==> src/rtl/core/zpwg_pkg.sv <==
`timescale 1ns / 1ps
// Shared types and constants for the zero-padded window gather core.
// No dependencies; imported by the controller, the datapath and the top level.

package zpwg_pkg;

    // Frame geometry; MAX_WIDTH is a power of two so that an address is {row, column}
    localparam int MAX_WIDTH  = 256;
    localparam int MAX_HEIGHT = 256;
    localparam int RADIUS     = 1;

    localparam int SIDE      = 2 * RADIUS + 1;
    localparam int NUM_TAPS  = SIDE * SIDE;
    localparam int COL_W     = $clog2(MAX_WIDTH);
    localparam int ROW_W     = $clog2(MAX_HEIGHT);
    localparam int ADDR_W    = COL_W + ROW_W;
    localparam int MEM_DEPTH = MAX_WIDTH * MAX_HEIGHT;

    // Signed window offset, -RADIUS..RADIUS
    localparam int OFF_W = $clog2(SIDE) + 1;
    localparam logic signed [OFF_W-1:0] OFF_MIN = OFF_W'(-RADIUS);
    localparam logic signed [OFF_W-1:0] OFF_MAX = OFF_W'(RADIUS);

    // Field widths
    localparam int PIX_W  = 8;
    localparam int POS_W  = 8;
    localparam int TAP_W  = 6;
    localparam int VAL_W  = 2 * PIX_W;
    localparam int CFG_W  = 9;
    localparam int IDX_W  = 2;

    localparam logic [TAP_W-1:0] LAST_TAP_IDX = TAP_W'(NUM_TAPS - 1);
    localparam logic [CFG_W-1:0] MAX_WIDTH_C  = CFG_W'(MAX_WIDTH);
    localparam logic [CFG_W-1:0] MAX_HEIGHT_C = CFG_W'(MAX_HEIGHT);
    localparam logic [CFG_W-1:0] RESET_WIDTH  = CFG_W'(256);
    localparam logic [CFG_W-1:0] RESET_HEIGHT = CFG_W'(256);

    // Operation codes
    localparam logic OP_STORE  = 1'b0;
    localparam logic OP_GATHER = 1'b1;

    // Configuration register indexes
    localparam logic [IDX_W-1:0] REG_FRAME_WIDTH  = IDX_W'(0);
    localparam logic [IDX_W-1:0] REG_FRAME_HEIGHT = IDX_W'(1);

    typedef struct packed {
        logic             opcode;
        logic [POS_W-1:0] column;
        logic [POS_W-1:0] row;
        logic [PIX_W-1:0] pixel;
    } zpwg_in_t;

    typedef struct packed {
        logic [VAL_W-1:0] tap_value;
        logic [TAP_W-1:0] tap_index;
        logic             last_tap;
    } zpwg_out_t;

    // Controller to datapath
    typedef struct packed {
        logic store;   // write the accepted pixel
        logic load;    // capture a window centre and rewind the tap counters
        logic issue;   // read one tap and advance
    } zpwg_cmd_t;

    // Datapath to controller
    typedef struct packed {
        logic last_issue;  // the tap being issued is the final one
    } zpwg_status_t;

endpackage

==> src/rtl/core/zpwg_ctrl.sv <==
`timescale 1ns / 1ps
// Transaction controller of the window gather core: accepts commands, sequences taps.
// Depends on zpwg_pkg.

module zpwg_ctrl (
    input  logic                  clk,
    input  logic                  rst_n,
    input  logic                  start,
    input  logic                  opcode,
    input  zpwg_pkg::zpwg_status_t dp_status,
    output zpwg_pkg::zpwg_cmd_t    dp_cmd,
    output logic                  busy
);
    import zpwg_pkg::*;

    typedef enum logic [1:0] {
        ST_IDLE  = 2'b01,
        ST_ISSUE = 2'b10
    } state_t;

    state_t state_reg;
    state_t state_next;

    always_ff @(posedge clk or negedge rst_n)
    begin
        if (!rst_n)
        begin
            state_reg <= ST_IDLE;
        end
        else
        begin
            state_reg <= state_next;
        end
    end

    always_comb
    begin
        state_next = state_reg;
        dp_cmd     = '0;
        unique case (state_reg)
            ST_IDLE:
            begin
                if (start)
                begin
                    if (opcode == OP_GATHER)
                    begin
                        dp_cmd.load = 1'b1;
                        state_next  = ST_ISSUE;
                    end
                    else
                    begin
                        dp_cmd.store = 1'b1;
                    end
                end
            end
            ST_ISSUE:
            begin
                dp_cmd.issue = 1'b1;
                if (dp_status.last_issue)
                begin
                    state_next = ST_IDLE;
                end
            end
            default:
            begin
                state_next = ST_IDLE;
            end
        endcase
    end

    assign busy = (state_reg != ST_IDLE);

endmodule

==> config.mk <==
export PLATFORM = sky130hd
export DESIGN_NAME = zpwg_ctrl
export DESIGN_NICKNAME = d
export VERILOG_FILES = /design/src/rtl/core/zpwg_pkg.sv /design/src/rtl/core/zpwg_ctrl.sv
export SDC_FILE = /design/constraint.sdc
export NUM_CORES = 1
export LEC_CHECK = 0
export BUFFER_PORTS_ARGS = -buffer_cell sky130_fd_sc_hd__buf_2
export CAP_MARGIN = 10
export CORE_AREA = 2 2 39 41
export CTS_CLUSTER_DIAMETER = 60
export DETAILED_ROUTE_END_ITERATION = 10
export DIE_AREA = 0 0 41 43
export GPL_TIMING_DRIVEN = 0
export RECOVER_POWER = 100
export SLEW_MARGIN = 25
export SYNTH_ARGS = -nofsm -noshare
export SYNTH_HDL_FRONTEND = slang
export SYNTH_SLANG_ARGS = --single-unit
export TNS_END_PERCENT = 5
==> constraint.sdc <==
create_clock -name clk -period 1.5 [get_ports clk]
set_clock_uncertainty 0.15 [all_clocks]
set_input_delay 0.075 -clock clk [delete_from_list [all_inputs] [get_ports clk]]
set_output_delay 0.075 -clock clk [all_outputs]
set_load 0.1 [all_outputs]
==> results.json <==
{
  "status": "finished clean",
  "drt-pass1-iter-count": 2,
  "antenna_found_initial": 0,
  "num_antenna_cells": 0,
  "cp_data_required_time_ns": 1.27,
  "period_minus_slack_ns": 1.46,
  "hold_viol": 0,
  "cts_buffers": 3,
  "ys_seq_area_share_pct": 48.8,
  "clkSinkCount": 2,
  "cts_tree": "yes",
  "p_per_area_nw_per_um2": 1190,
  "overflow": 0,
  "largest_reg_flops": 2,
  "finalMaxSlewViolations": 0,
  "start_util_pct": 7.59,
  "worstReg2RegStart": "state_reg[0]$_DFFE_PN1P_",
  "max_freq_mhz": 684,
  "vias": 123,
  "cap_violations": 0,
  "fin_crit_sh_pct": 97.5,
  "hold_path_class": "in2async",
  "io_pins": 9,
  "grt_pass1_vias": 152,
  "clkTransAtPathRegs_ns": 0.04,
  "layout-drive-gt1-share_pct": 58.3,
  "postRouteAntennaNets": 0,
  "end_kind": "primary output",
  "worstRegToRegCells": 2,
  "port_buffers": 8,
  "nNetsFinal": 30,
  "p_leak_uw": 0.000123,
  "htree_levels": 1,
  "critical_path_class": "reg2out",
  "via_per_inst": 3.08,
  "max-vdd-ir-drop_v": 0.000284,
  "cp_max_fo": 3,
  "grt_start_max_net_pins": 4,
  "yosys.cell_types.count": 8,
  "cts_root_buffer": "clkbuf_4",
  "die_area_um2": 1760,
  "dp_slack_ns": 0.0587,
  "synth_top_area_share_pct": 25.0,
  "slew_headroom_pct": 68.0,
  "clk_latency_ns": 0.23,
  "drc": 0,
  "r2r_end": "state_reg[0]$_DFFE_PN1P_",
  "synth_top_area_cell": "dfstp_2",
  "fp-row-count": 14,
  "ys_warn_count": 0,
  "grt_pass1_wl_um": 496,
  "setup_tns_ns": 0,
  "synth_cells": 10,
  "syn-cell-area_um2": 105,
  "synth_nets": 15,
  "rsz0062_at_grt": "true",
  "first_iter_violations": 2,
  "setup_viol": 0,
  "cts.path.max_buffers": 2,
  "die_h_um": 43,
  "area_growth_pct": 144,
  "worst-r2r-setup-slack_ns": 0.41,
  "worst_slew_pin_slew_ns": 0.483,
  "routed_wl_um": 263,
  "post_drt_wl_per_cell_um": 6.58,
  "synth-seq-cells": 2,
  "fp.coreArea_um2": 1380,
  "holdWs_ns": 0.00742,
  "ys_top_cells_by_area": "dfstp_2 25%, dfrtp_1 24%, nand2b_1 12%",
  "fin_ws_ns": 0.0375,
  "routabilityCongestion": 0.595,
  "avgSynthCellArea_um2": 10.5,
  "critPathLaunchType": "flop",
  "crit_path_end": "dp_cmd[2]",
  "die_width_um": 41,
  "arrival_ns": 1.24,
  "track_usage_pct": 4.91,
  "worstSetupStartpoint": "state_reg[0]$_DFFE_PN1P_"
}
-- metrics by stage --
step,cells,total power [uW],instance area [um^2],utilization [%]
floorplan,10,140,119,-
global placement,34,156,179,12.9
detailed placement,34,157,179,12.9
CTS,40,308,241,17.5
global route,40,323,256,18.5
finish,40,306,256,18.5
-- Yosys cell counts, drive strengths merged --
master and count:
inv 2, nand2b 2, dfrtp 1, dfstp 1, nand4b 1, nor3b 1
o21a 1, o21ai 1
-- logic make-up (layout without fill, tap and decap cells) --
group / count (synthesis) / in the layout / share of synthesized area [%]
and+or+nand+nor: 4 / 4 / 32.1
AOI/OAI and AO/OA: 2 / 2 / 11.9
DFF: 2 / 2 / 48.8
buffers and inverters: 2 / 16 / 7.15
-- cell usage in the layout (no fill, tap or decap) --
cell	instances
o21a_1	1
inv_2	1
clkbuf_1	2
nor3b_4	1
dfstp_2	1
nand2b_1	1
clkbuf_4	3
inv_1	1
dlygate4sd3_1	2
o21ai_0	1
dfrtp_1	1
nand2b_4	1
buf_12	2
buf_2	4
nand4b_1	1
buf_4	1
-- layer usage --
metal / up-vias / global-route usage (%) / wire (um)
met5: - / 0 / 0
met4: 0 / 8.00 / 0
met3: 0 / 3.14 / 39
met2: 6 / 5.94 / 138
met1: 55 / 3.85 / 85
li1: 62 / - / -
-- worst min path at each step --
stage / slack, ns / end / cells past startpoint
2_1_floorplan: -0.37 / state_reg[1]$_DFFE_PN0P_ / 0
3_3_place_gp: -0.29 / state_reg[1]$_DFFE_PN0P_ / 1
3_5_place_dp: -0.29 / state_reg[1]$_DFFE_PN0P_ / 1
4_1_cts: 0.008 / state_reg[1]$_DFFE_PN0P_ / 2
5_1_grt: 0.02 / state_reg[1]$_DFFE_PN0P_ / 2
6_report: 0.007 / state_reg[1]$_DFFE_PN0P_ / 2
-- critical path: stages, from the launching register on --
cell      delay, ns
dfstp_2        0.55
nand2b_4       0.06
nor3b_4        0.20
buf_12         0.20
-- report_power, final --
| part | leakage (uW) | total [uW] | internal (uW) | switching, uW |
|---|---|---|---|---|
| Combinational | 0.0000842 | 109 | 34.8 | 73.7 |
| Sequential | 0.0000237 | 64.0 | 60.2 | 3.80 |
| Clock | 0.0000150 | 133 | 99.0 | 34.4 |
-- final cells by class --
type / instances / area [um^2]
multi-input cells: 6 / 60.1
inverters: 2 / 7.51
clock buffers: 4 / 26.3
fillers: 158 / 1130
repair buffers: 10 / 91.3
well taps: 16 / 20.0
flip-flops and latches: 2 / 51.3
-- what timing repair did --
action	CTS	global route
endpoints found under the setup margin	2	3
hold buffers	2	0
hold endpoints to repair	4	0
resized for setup	5	6
pin swaps	0	2
setup buffers	0	0
Note: power is estimated with default switching activity, not from simulation.
